### src/rtl/core/scff_pkg.sv
// Shared types, codes and constants of the sensor chain frame forwarder.
// No dependencies; every other file of the block but scff_ram refers to this package.
package scff_pkg;

    localparam int OBS_ENTRIES_DEF    = 64;
    localparam int INSTANCE_LIMIT_DEF = 64;
    localparam int FRAME_BYTES_DEF    = 5;
    localparam int FRAME_BYTES_MAX    = 8;
    localparam int FRAME_IDX_W        = $clog2(FRAME_BYTES_MAX);
    localparam int ADDR_W             = 12;
    localparam int QUEUE_DEPTH        = 2;
    localparam int CFG_IDX_W          = 2;

    localparam logic [7:0] START_CODE_RST   = 8'd128;
    localparam logic [7:0] STOP_CODE_RST    = 8'd64;
    localparam logic [3:0] SILENT_TICKS_RST = 4'd3;

    localparam logic [1:0] IN_BYTE    = 2'd0;
    localparam logic [1:0] IN_TICK    = 2'd1;
    localparam logic [1:0] IN_REQUEST = 2'd2;

    localparam logic [1:0] OUT_BYTE   = 2'd0;
    localparam logic [1:0] OUT_SLOT   = 2'd1;
    localparam logic [1:0] OUT_ANSWER = 2'd2;

    localparam logic [CFG_IDX_W-1:0] CFG_START_CODE   = 2'd0;
    localparam logic [CFG_IDX_W-1:0] CFG_STOP_CODE    = 2'd1;
    localparam logic [CFG_IDX_W-1:0] CFG_SILENT_TICKS = 2'd2;

    typedef struct packed {
        logic [1:0]        kind;
        logic [7:0]        rx_byte;
        logic [ADDR_W-1:0] obs_address;
    } in_item_t;

    typedef struct packed {
        logic [1:0] out_kind;
        logic [7:0] out_byte;
        logic [7:0] next_instance;
        logic       last;
    } out_item_t;

    typedef struct packed {
        logic [7:0] start_code;
        logic [7:0] stop_code;
        logic [3:0] silent_ticks;
    } cfg_t;

    typedef enum logic [2:0] {
        CMD_FRAME       = 3'd0,
        CMD_FRAME_START = 3'd1,
        CMD_SLOT_STOP   = 3'd2,
        CMD_TICK        = 3'd3,
        CMD_ANSWER      = 3'd4
    } cmd_op_t;

    typedef struct packed {
        cmd_op_t                         op;
        logic [7:0]                      answer;
        logic [FRAME_BYTES_MAX-1:0][7:0] frame;
    } cmd_t;

endpackage

### src/rtl/core/sensor_chain_frame_forwarder.sv
// Top level of the sensor chain frame forwarder: configuration registers,
// front end, command queue and result sequencer. Depends on scff_pkg and all scff_* modules.
//
// The block takes one input item per clock cycle while its command queue has room and hands
// out one result item per cycle from a registered output while m_ready is high. An instance
// answer causes one result item, slot and stop two, a tick packet three and a forwarded frame
// FRAME_BYTES or FRAME_BYTES + 1, all sent through the single output register of the sequencer.
// The instance table is a RAM read as the item enters and written as the item leaves the input
// register; clearing it on a start byte or a tick packet takes effect at once through per-entry
// valid flags, so there is no clearing pass after reset. Configuration writes are taken in any
// cycle and must only be made while the block is idle.
module sensor_chain_frame_forwarder #(
    parameter int OBS_ENTRIES    = scff_pkg::OBS_ENTRIES_DEF,
    parameter int INSTANCE_LIMIT = scff_pkg::INSTANCE_LIMIT_DEF,
    parameter int FRAME_BYTES    = scff_pkg::FRAME_BYTES_DEF
) (
    input  logic                              aclk,
    input  logic                              aresetn,
    input  logic                              cfg_valid,
    output logic                              cfg_ready,
    input  logic [scff_pkg::CFG_IDX_W-1:0]    cfg_index,
    input  logic [7:0]                        cfg_wdata,
    input  logic                              s_valid,
    output logic                              s_ready,
    input  scff_pkg::in_item_t                s_data,
    output logic                              m_valid,
    input  logic                              m_ready,
    output scff_pkg::out_item_t               m_data
);

    scff_pkg::cfg_t cfg_reg, cfg_next;
    logic           q_push, q_full, q_pop, q_valid;
    scff_pkg::cmd_t push_cmd, head_cmd;

    assign cfg_ready = 1'b1;

    always_comb begin
        cfg_next = cfg_reg;
        if (cfg_valid) begin
            unique case (cfg_index)
                scff_pkg::CFG_START_CODE:   cfg_next.start_code   = cfg_wdata;
                scff_pkg::CFG_STOP_CODE:    cfg_next.stop_code    = cfg_wdata;
                scff_pkg::CFG_SILENT_TICKS: cfg_next.silent_ticks = cfg_wdata[3:0];
                default: begin
                end
            endcase
        end
    end

    always_ff @(posedge aclk) begin
        if (!aresetn) begin
            cfg_reg.start_code   <= scff_pkg::START_CODE_RST;
            cfg_reg.stop_code    <= scff_pkg::STOP_CODE_RST;
            cfg_reg.silent_ticks <= scff_pkg::SILENT_TICKS_RST;
        end else begin
            cfg_reg <= cfg_next;
        end
    end

    scff_front #(
        .OBS_ENTRIES    (OBS_ENTRIES),
        .INSTANCE_LIMIT (INSTANCE_LIMIT),
        .FRAME_BYTES    (FRAME_BYTES)
    ) u_front (
        .aclk     (aclk),
        .aresetn  (aresetn),
        .cfg      (cfg_reg),
        .s_valid  (s_valid),
        .s_ready  (s_ready),
        .s_data   (s_data),
        .push     (q_push),
        .push_cmd (push_cmd),
        .q_full   (q_full)
    );

    scff_queue #(
        .DEPTH (scff_pkg::QUEUE_DEPTH)
    ) u_queue (
        .aclk     (aclk),
        .aresetn  (aresetn),
        .push     (q_push),
        .push_cmd (push_cmd),
        .full     (q_full),
        .pop      (q_pop),
        .head     (head_cmd),
        .q_valid  (q_valid)
    );

    scff_back #(
        .FRAME_BYTES (FRAME_BYTES)
    ) u_back (
        .aclk    (aclk),
        .aresetn (aresetn),
        .cfg     (cfg_reg),
        .q_valid (q_valid),
        .q_cmd   (head_cmd),
        .pop     (q_pop),
        .m_valid (m_valid),
        .m_ready (m_ready),
        .m_data  (m_data)
    );

    assert property (@(posedge aclk) disable iff (!aresetn) q_push |-> !q_full)
        else $error("Command pushed into a full queue.");

    assert property (@(posedge aclk) disable iff (!aresetn) q_pop |-> q_valid)
        else $error("Command popped from an empty queue.");

    assert property (@(posedge aclk) disable iff (!aresetn)
        (m_valid && (m_data.out_kind != scff_pkg::OUT_BYTE)) |->
        ((m_data.out_byte == 8'd0)
         && ((m_data.out_kind == scff_pkg::OUT_ANSWER) || (m_data.next_instance == 8'd0))))
        else $error("Result carries a byte or instance that does not belong to its kind.");

endmodule

### src/rtl/core/scff_ram.sv
// Generic single-port-write, single-port-read RAM with a registered read.
// No dependencies.
module scff_ram #(
    parameter int  WIDTH = 8,
    parameter int  DEPTH = 64,
    localparam int AW    = (DEPTH > 1) ? $clog2(DEPTH) : 1
) (
    input  logic             aclk,
    input  logic             we,
    input  logic [AW-1:0]    waddr,
    input  logic [WIDTH-1:0] wdata,
    input  logic             re,
    input  logic [AW-1:0]    raddr,
    output logic [WIDTH-1:0] rdata
);

    logic [WIDTH-1:0] mem [DEPTH];
    logic [WIDTH-1:0] rdata_reg;

    always_ff @(posedge aclk) begin
        if (we) begin
            mem[waddr] <= wdata;
        end
        if (re) begin
            rdata_reg <= mem[raddr];
        end
    end

    assign rdata = rdata_reg;

endmodule

### src/rtl/core/scff_front.sv
// Front end: accepts input items, runs the packet scanner and the instance table.
// Depends on scff_pkg and scff_ram; emits one command per item that has results.
module scff_front #(
    parameter int OBS_ENTRIES    = scff_pkg::OBS_ENTRIES_DEF,
    parameter int INSTANCE_LIMIT = scff_pkg::INSTANCE_LIMIT_DEF,
    parameter int FRAME_BYTES    = scff_pkg::FRAME_BYTES_DEF
) (
    input  logic               aclk,
    input  logic               aresetn,
    input  scff_pkg::cfg_t     cfg,
    input  logic               s_valid,
    output logic               s_ready,
    input  scff_pkg::in_item_t s_data,
    output logic               push,
    output scff_pkg::cmd_t     push_cmd,
    input  logic               q_full
);

    localparam int AW = (OBS_ENTRIES > 1) ? $clog2(OBS_ENTRIES) : 1;
    localparam int CW = $clog2(FRAME_BYTES);
    localparam logic [CW-1:0] LAST_IDX = CW'(FRAME_BYTES - 1);
    localparam logic [7:0] INST_LIMIT = 8'(INSTANCE_LIMIT);
    localparam logic [scff_pkg::ADDR_W:0] OBS_LIMIT = (scff_pkg::ADDR_W + 1)'(OBS_ENTRIES);

    typedef enum logic [4:0] {
        ST_SCAN       = 5'b00001,
        ST_START      = 5'b00010,
        ST_START_BAD  = 5'b00100,
        ST_PACKET     = 5'b01000,
        ST_PACKET_BAD = 5'b10000
    } scan_state_t;

    logic                ex_valid_reg, ex_valid_next;
    scff_pkg::in_item_t  ex_item_reg;
    scan_state_t         state_reg, state_next, st_bad;
    logic [CW-1:0]       count_reg, count_next;
    logic [3:0]          quiet_reg, quiet_next;
    logic [7:0]          fb_reg [FRAME_BYTES];
    logic [7:0]          fb_next [FRAME_BYTES];
    logic [7:0]          frame_now [FRAME_BYTES];
    logic [OBS_ENTRIES-1:0] tbl_valid_reg, tbl_valid_next;
    logic                rd_valid_reg, rd_byp_reg;
    logic [7:0]          rd_byp_data_reg;

    logic                fire, accept, running;
    logic [7:0]          rx_byte, inst, table_val, ram_q;
    logic [scff_pkg::ADDR_W-1:0] frame_addr, req_addr, rd_addr12;
    logic [AW-1:0]       raddr, tbl_waddr;
    logic [7:0]          tbl_wdata;
    logic                tbl_we, tbl_clear, frame_sane, req_in_range;

    assign fire    = ex_valid_reg && !q_full;
    assign s_ready = !ex_valid_reg || !q_full;
    assign accept  = s_valid && s_ready;
    assign running = (state_reg != ST_SCAN);
    assign rx_byte = ex_item_reg.rx_byte;
    assign req_addr = ex_item_reg.obs_address;

    always_comb begin
        for (int i = 0; i < FRAME_BYTES; i++) begin
            frame_now[i] = (CW'(i) == count_reg) ? rx_byte : fb_reg[i];
        end
    end

    assign frame_addr = {frame_now[0][5:0], frame_now[1][5:0]};
    assign inst       = frame_now[2];
    assign table_val  = rd_byp_reg ? rd_byp_data_reg : (rd_valid_reg ? ram_q : 8'd0);
    assign frame_sane = ({1'b0, frame_addr} < OBS_LIMIT) && (inst < INST_LIMIT)
                        && (table_val <= inst);
    assign req_in_range = ({1'b0, req_addr} < OBS_LIMIT);

    always_comb begin
        state_next     = state_reg;
        count_next     = count_reg;
        quiet_next     = quiet_reg;
        fb_next        = fb_reg;
        st_bad         = state_reg;
        tbl_we         = 1'b0;
        tbl_clear      = 1'b0;
        tbl_waddr      = frame_addr[AW-1:0];
        tbl_wdata      = inst + 8'd1;
        push           = 1'b0;
        push_cmd.op    = scff_pkg::CMD_ANSWER;
        push_cmd.answer = 8'd0;
        push_cmd.frame = '0;
        for (int i = 0; i < FRAME_BYTES; i++) begin
            push_cmd.frame[i] = frame_now[i];
        end
        if (fire) begin
            unique case (ex_item_reg.kind)
                scff_pkg::IN_BYTE: begin
                    if (rx_byte == cfg.start_code) begin
                        quiet_next = 4'd0;
                        state_next = ST_START;
                        count_next = '0;
                        tbl_clear  = 1'b1;
                    end else if (rx_byte == cfg.stop_code) begin
                        state_next = ST_SCAN;
                        if (running) begin
                            push        = 1'b1;
                            push_cmd.op = scff_pkg::CMD_SLOT_STOP;
                        end
                    end else if (running) begin
                        fb_next[count_reg] = rx_byte;
                        if (rx_byte > cfg.stop_code) begin
                            st_bad = (state_reg == ST_START) ? ST_START_BAD : ST_PACKET_BAD;
                        end
                        state_next = st_bad;
                        if (count_reg == LAST_IDX) begin
                            count_next = '0;
                            if (frame_sane) begin
                                tbl_we = 1'b1;
                                unique case (st_bad)
                                    ST_START: begin
                                        push        = 1'b1;
                                        push_cmd.op = scff_pkg::CMD_FRAME_START;
                                        state_next  = ST_PACKET;
                                    end
                                    ST_PACKET: begin
                                        push        = 1'b1;
                                        push_cmd.op = scff_pkg::CMD_FRAME;
                                    end
                                    ST_START_BAD:  state_next = ST_START;
                                    ST_PACKET_BAD: state_next = ST_PACKET;
                                    default:       state_next = st_bad;
                                endcase
                            end
                        end else begin
                            count_next = count_reg + 1'b1;
                        end
                    end
                end
                scff_pkg::IN_TICK: begin
                    if (quiet_reg < cfg.silent_ticks) begin
                        quiet_next = quiet_reg + 4'd1;
                    end else begin
                        push        = 1'b1;
                        push_cmd.op = scff_pkg::CMD_TICK;
                        tbl_clear   = 1'b1;
                        state_next  = ST_SCAN;
                    end
                end
                scff_pkg::IN_REQUEST: begin
                    push        = 1'b1;
                    push_cmd.op = scff_pkg::CMD_ANSWER;
                    if (req_in_range) begin
                        push_cmd.answer = table_val;
                        tbl_we          = 1'b1;
                        tbl_waddr       = req_addr[AW-1:0];
                        tbl_wdata       = table_val + 8'd1;
                    end
                end
                default: begin
                end
            endcase
        end
    end

    always_comb begin
        tbl_valid_next = tbl_valid_reg;
        if (tbl_clear) begin
            tbl_valid_next = '0;
        end
        if (tbl_we) begin
            tbl_valid_next[tbl_waddr] = 1'b1;
        end
    end

    // The table read for an item is issued as it enters, against the state
    // that the item ahead of it leaves behind; a write in that same cycle is bypassed.
    assign rd_addr12 = (s_data.kind == scff_pkg::IN_REQUEST) ? s_data.obs_address
                                                              : {fb_next[0][5:0], fb_next[1][5:0]};
    assign raddr = rd_addr12[AW-1:0];

    assign ex_valid_next = accept ? 1'b1 : (fire ? 1'b0 : ex_valid_reg);

    always_ff @(posedge aclk) begin
        if (!aresetn) begin
            ex_valid_reg  <= 1'b0;
            state_reg     <= ST_SCAN;
            count_reg     <= '0;
            quiet_reg     <= 4'd0;
            tbl_valid_reg <= '0;
            rd_valid_reg  <= 1'b0;
            rd_byp_reg    <= 1'b0;
        end else begin
            ex_valid_reg  <= ex_valid_next;
            state_reg     <= state_next;
            count_reg     <= count_next;
            quiet_reg     <= quiet_next;
            tbl_valid_reg <= tbl_valid_next;
            if (accept) begin
                rd_valid_reg <= tbl_valid_next[raddr];
                rd_byp_reg   <= tbl_we && (tbl_waddr == raddr);
            end
        end
    end

    always_ff @(posedge aclk) begin
        fb_reg <= fb_next;
        if (accept) begin
            ex_item_reg     <= s_data;
            rd_byp_data_reg <= tbl_wdata;
        end
    end

    scff_ram #(
        .WIDTH (8),
        .DEPTH (OBS_ENTRIES)
    ) u_table (
        .aclk  (aclk),
        .we    (tbl_we),
        .waddr (tbl_waddr),
        .wdata (tbl_wdata),
        .re    (accept),
        .raddr (raddr),
        .rdata (ram_q)
    );

endmodule

### src/rtl/core/scff_queue.sv
// Short command queue between the front end and the result sequencer.
// Depends on scff_pkg for the command type.
module scff_queue #(
    parameter int DEPTH = scff_pkg::QUEUE_DEPTH
) (
    input  logic           aclk,
    input  logic           aresetn,
    input  logic           push,
    input  scff_pkg::cmd_t push_cmd,
    output logic           full,
    input  logic           pop,
    output scff_pkg::cmd_t head,
    output logic           q_valid
);

    localparam int PW = (DEPTH > 1) ? $clog2(DEPTH) : 1;
    localparam int NW = $clog2(DEPTH + 1);
    localparam logic [NW-1:0] DEPTH_N = NW'(DEPTH);
    localparam logic [PW-1:0] LAST_PTR = PW'(DEPTH - 1);

    scff_pkg::cmd_t  slots [DEPTH];
    logic [PW-1:0]   wr_ptr_reg, wr_ptr_next, rd_ptr_reg, rd_ptr_next;
    logic [NW-1:0]   count_reg, count_next;

    assign full    = (count_reg == DEPTH_N);
    assign q_valid = (count_reg != '0);
    assign head    = slots[rd_ptr_reg];

    always_comb begin
        wr_ptr_next = wr_ptr_reg;
        rd_ptr_next = rd_ptr_reg;
        count_next  = count_reg;
        if (push) begin
            wr_ptr_next = (wr_ptr_reg == LAST_PTR) ? '0 : wr_ptr_reg + 1'b1;
        end
        if (pop) begin
            rd_ptr_next = (rd_ptr_reg == LAST_PTR) ? '0 : rd_ptr_reg + 1'b1;
        end
        if (push && !pop) begin
            count_next = count_reg + 1'b1;
        end else if (pop && !push) begin
            count_next = count_reg - 1'b1;
        end
    end

    always_ff @(posedge aclk) begin
        if (!aresetn) begin
            wr_ptr_reg <= '0;
            rd_ptr_reg <= '0;
            count_reg  <= '0;
        end else begin
            wr_ptr_reg <= wr_ptr_next;
            rd_ptr_reg <= rd_ptr_next;
            count_reg  <= count_next;
        end
    end

    always_ff @(posedge aclk) begin
        if (push) begin
            slots[wr_ptr_reg] <= push_cmd;
        end
    end

endmodule

### src/rtl/core/scff_back.sv
// Result sequencer: expands queued commands into result items, one per cycle while m_ready allows.
// Depends on scff_pkg; drives the registered result channel.
module scff_back #(
    parameter int FRAME_BYTES = scff_pkg::FRAME_BYTES_DEF
) (
    input  logic                aclk,
    input  logic                aresetn,
    input  scff_pkg::cfg_t      cfg,
    input  logic                q_valid,
    input  scff_pkg::cmd_t      q_cmd,
    output logic                pop,
    output logic                m_valid,
    input  logic                m_ready,
    output scff_pkg::out_item_t m_data
);

    localparam int SW = $clog2(FRAME_BYTES + 1);
    localparam logic [SW-1:0] FRAME_LAST = SW'(FRAME_BYTES - 1);
    localparam logic [SW-1:0] FRAME_START_LAST = SW'(FRAME_BYTES);

    scff_pkg::cmd_t      cur_reg;
    logic                busy_reg, busy_next;
    logic [SW-1:0]       step_reg, step_next, last_step;
    logic                m_valid_reg;
    scff_pkg::out_item_t m_data_reg, res;
    logic                out_load, emit, is_last;
    logic [scff_pkg::FRAME_IDX_W-1:0] byte_idx;

    assign out_load = !m_valid_reg || m_ready;
    assign emit     = busy_reg && out_load;
    assign is_last  = (step_reg == last_step);
    assign pop      = q_valid && (!busy_reg || (emit && is_last));

    always_comb begin
        res       = '0;
        last_step = '0;
        byte_idx  = scff_pkg::FRAME_IDX_W'(step_reg);
        unique case (cur_reg.op)
            scff_pkg::CMD_FRAME: begin
                last_step    = FRAME_LAST;
                res.out_kind = scff_pkg::OUT_BYTE;
                res.out_byte = cur_reg.frame[byte_idx];
            end
            scff_pkg::CMD_FRAME_START: begin
                last_step    = FRAME_START_LAST;
                byte_idx     = scff_pkg::FRAME_IDX_W'(step_reg - 1'b1);
                res.out_kind = scff_pkg::OUT_BYTE;
                res.out_byte = (step_reg == '0) ? cfg.start_code : cur_reg.frame[byte_idx];
            end
            scff_pkg::CMD_SLOT_STOP: begin
                last_step = SW'(1);
                if (step_reg == '0) begin
                    res.out_kind = scff_pkg::OUT_SLOT;
                end else begin
                    res.out_kind = scff_pkg::OUT_BYTE;
                    res.out_byte = cfg.stop_code;
                end
            end
            scff_pkg::CMD_TICK: begin
                last_step = SW'(2);
                if (step_reg == '0) begin
                    res.out_kind = scff_pkg::OUT_BYTE;
                    res.out_byte = cfg.start_code;
                end else if (step_reg == SW'(1)) begin
                    res.out_kind = scff_pkg::OUT_SLOT;
                end else begin
                    res.out_kind = scff_pkg::OUT_BYTE;
                    res.out_byte = cfg.stop_code;
                end
            end
            scff_pkg::CMD_ANSWER: begin
                res.out_kind      = scff_pkg::OUT_ANSWER;
                res.next_instance = cur_reg.answer;
            end
            default: begin
            end
        endcase
        res.last = is_last;
    end

    always_comb begin
        busy_next = busy_reg;
        step_next = step_reg;
        if (pop) begin
            busy_next = 1'b1;
            step_next = '0;
        end else if (emit) begin
            if (is_last) begin
                busy_next = 1'b0;
            end else begin
                step_next = step_reg + 1'b1;
            end
        end
    end

    always_ff @(posedge aclk) begin
        if (!aresetn) begin
            busy_reg    <= 1'b0;
            step_reg    <= '0;
            m_valid_reg <= 1'b0;
        end else begin
            busy_reg <= busy_next;
            step_reg <= step_next;
            if (emit) begin
                m_valid_reg <= 1'b1;
            end else if (m_ready) begin
                m_valid_reg <= 1'b0;
            end
        end
    end

    always_ff @(posedge aclk) begin
        if (pop) begin
            cur_reg <= q_cmd;
        end
        if (emit) begin
            m_data_reg <= res;
        end
    end

    assign m_valid = m_valid_reg;
    assign m_data  = m_data_reg;

endmodule
### config.mk
export PLATFORM = sky130hd
export DESIGN_NAME = sensor_chain_frame_forwarder
export DESIGN_NICKNAME = d
export VERILOG_FILES = /design/src/rtl/core/scff_pkg.sv /design/src/rtl/core/sensor_chain_frame_forwarder.sv /design/src/rtl/core/scff_ram.sv /design/src/rtl/core/scff_front.sv /design/src/rtl/core/scff_queue.sv /design/src/rtl/core/scff_back.sv
export SDC_FILE = /design/constraint.sdc
export NUM_CORES = 1
export LEC_CHECK = 0
export BUFFER_PORTS_ARGS = -buffer_cell sky130_fd_sc_hd__buf_2
export CAP_MARGIN = 25
export CORE_MARGIN = 5
export CORE_UTILIZATION = 55
export CTS_CLUSTER_SIZE = 16
export DETAILED_ROUTE_END_ITERATION = 8
export PLACE_DENSITY = 0.71
export SLEW_MARGIN = 20
export SYNTH_ARGS = -nofsm -noshare
export SYNTH_HDL_FRONTEND = slang
export SYNTH_SLANG_ARGS = --single-unit
### constraint.sdc
create_clock -name aclk -period 7.18 [get_ports aclk]
set_clock_uncertainty 0.2 [all_clocks]
set_input_delay 0.718 -clock aclk [delete_from_list [all_inputs] [get_ports aclk]]
set_output_delay 0.718 -clock aclk [all_outputs]
set_load 0.01 [all_outputs]
==> reports/metrics.yaml <==
finalCritPeriodShare_pct: 77.4
diodes: 0
synth_cell_types: 88
tightest_slew_ps: 1120
power_density_nw_per_um2: 277
r2r-end: "u_front.u_table.rdata[4]"
worst_setup_path_start_kind: "flip-flop"
hold_class: "input port to flip-flop"
insertion_delay_ps: 660
place.gp.congestion: 0.928
hold_depth: 1
crit_type: "flip-flop to flip-flop"
ant_nets: 0
dr_total_vias: 23900
setup_tns_ps: 0
synth_top_family_by_area: "simple AND/OR/NAND/NOR gates"
io_buffers: 57
die_y_um: 271
postCtsSetupRepairBufs: 0
grt_first_pass_wirelength_mm: 142
r2r_start: "u_front.rx_byte[5]"
hpwl_mm: 58.7
final_max_slew_viol_count: 0
final_common_cell: "edfxtp_1"
cpMostUsedCell: "o21a_1"
dieArea_um2: 73500
largest_register_ff_count: 512
hold_slack_ps: 44.4
grtUsageTotal_pct: 24.8
crit_chain: "ha_1 > nand4_1 > o21a_1 > o21a_1 > a21boi_1 > o21ba_4 > buf_12 > buf_4 > nand2_1 > and3_1 > a311oi_1 > a211oi_1 > o32ai_1 > or3_1"
rsz0062_at_grt: "no"
io_pins: 59
grt_pass1_vias: 23300
core_area_um2: 67400
status: "complete, no violations"
avgViaCountPerCell: 6.23
rrSetupSlack_ps: 1620
synth_simple_gate_area_share_pct: 13.0
die_w_um: 271
cp-end-kind: "flip-flop"
critPathTopFamily: "compound AO/OA/AOI/OAI gates"
synthCells: 2852
ir_worst_vdd_mv: 0.215
slew_headroom_pct: 25.1
holdCritStartpoint: "s_data[16]"
sw_frac_of_total_pct: 23.5
synth-main-ff-cell: "edfxtp_1"
pwr-share-seq_pct: 50.1
setup_viol_count_final: 0
wl_met1_mm: 38.8
syn_nets: 2920
power_switching_w: 0.00273
hold_viol: 0
routed.top_layer: "met4"
p_leak_nw: 14.6
cap_violations: 0
synth_compound_area_share_pct: 8.10
hold_end: "u_front.rx_byte[4]"
postCtsResizedCells: 0
htree_num_levels: 3
synth_xor_area_share_pct: 0.771
areaGrowthSynthToFinish_pct: 11.9
drtIter0Drc: 2669
timing.fmax_ghz: 0.180
rows: 95
wl_met3_mm: 7.12
final_cell_mix: "edfxtp_1 (756), nand2_1 (475), mux2i_1 (146)"
clk_pin_slew_ps: 70
power_frac_clock_pct: 40.0
pwr-share-comb_pct: 9.8
final_util_pct: 62.2
cts_buffer_depth: 3
hold_buffers: 0
drc: 0
clock-sinks: 870
yosysWarnings: 0
drive_gt1_share_pct: 14.6
wire_per_inst_um: 24.3
cts_root_buffer: "clkbuf_16"
cp_num_buf_inv: 2
drt_first_pass_iters: 6
drt_wl_total_mm: 93.3
seq_area_frac_synth_pct: 66.6
synthMuxAreaShare_pct: 7.84
numCtsBuffers: 89
synthAdderAreaFrac_pct: 1.03
async_flop_share_pct: 0
rr_worst_depth: 14
max_stage_delay_ps: 880
ys_ff_latch: 870
worst_ep_required_time_ps: 7520
grt_max_degree: 107
grt_overflow: 0
fin_nets: 2962
intPower_w: 0.00890
cts_tree: "built"
antenna_found_initial: 0
initial_core_util_pct: 55.6
worstPathMaxFanout: 70
layout_min_cycle_time_ps: 5560
syn_area_per_cell_um2: 13.1
synth_edf_count: 756
slowest_stage: "o21ba_4"
arrival_ps: 5900
synth_area_um2: 37500
wl_met2_mm: 43.3
-- cells by family (layout without fill, tap and decap cells) --
group                    after synthesis  in the layout
AO/OA/AOI/OAI                        422            422
XOR/XNOR                              33             33
adder cells (fa/ha/maj)               31             31
buffers and inverters                231            344
flip-flops                           870            870
multiplexers                         259            259
other                                  1              1
AND/OR/NAND/NOR                     1005           1005
-- layer usage --
metal,vias to the layer above,track usage [%]
li1,10800,-
met1,11800,34.6
met2,1116,39.0
met3,240,4.64
met4,0,10.1
met5,-,0.0658
-- cell type report --
cell class              count  area, µm²
repair buffers            135       1000
inverters                  47        176
clock inverters            52        609
fillers                  4984      25500
clock buffers             110       2350
flip-flops and latches    870      25000
well taps                 873       1090
multi-input cells        1751      11700
-- synth_stat cells, drive strengths merged (12+ instances only) --
cell type  instances  share of area, %
clkbuf           109               1.1
and3              83               1.4
edfxtp           756                61
a211oi            40              0.80
mux2i            149               4.1
xnor2             28              0.65
a22o              13              0.30
a31oi             28              0.47
dfxtp            114               6.1
buf               75               1.1
a311oi            73               1.7
a22oi             16              0.32
inv               47              0.47
o21ai             49              0.65
a21o              12              0.24
and2              38              0.63
nor4              26              0.51
nor2b             81               1.4
nor3              36              0.52
nand3             94               1.3
nor2              97              0.97
a21boi            15              0.30
nand2b            14              0.27
nand2            476               4.8
mux2              94               2.8
a221oi            12              0.28
mux4              16              0.96
a21oi             77               1.1
ha                31               1.0
-- stage by stage --
| stage | std cells | area [µm²] | power (W) | setup slack, ps |
|---|---|---|---|---|
| finish | 3838 | 41900 | 0.0116 | 1620 |
| CTS | 3833 | 41800 | 0.0117 | 1750 |
| global placement | 3665 | 38800 | 0.00703 | 1760 |
| floorplan | 2852 | 37500 | 0.00668 | 1270 |
| global route | 3838 | 41900 | 0.0120 | 1210 |
| detailed placement | 3671 | 38900 | 0.00706 | 1770 |
-- how the worst max path moves through the flow --
stage,from,end,slack [ps],depth (start not counted)
after global placement,u_front.count_reg[0],u_queue.slots[0][24],1760,16
final,u_front.rx_byte[5],u_front.u_table.rdata[4],1620,14
after global routing,u_front.count_reg[0],u_front.rd_valid_reg,1210,17
after floorplan,u_front.count_reg[0],u_queue.slots[0][0],1270,16
after CTS,u_front.rx_byte[0],u_front.u_table.rdata[4],1750,15
after detailed placement,u_front.rx_byte[0],u_front.u_table.rdata[0],1770,15
-- power by group through the flow --
| stage | clock, W | sequential [W] | combinational (W) |
|---|---|---|---|
| floorplan | 0 | 0.00591 | 0.000773 |
| global placement | 0 | 0.00593 | 0.00110 |
| detailed placement | 0 | 0.00594 | 0.00112 |
| CTS | 0.00471 | 0.00584 | 0.00112 |
| global route | 0.00495 | 0.00585 | 0.00124 |
| finish | 0.00465 | 0.00583 | 0.00114 |
No activity file was read; power rests on OpenSTA's default activity.
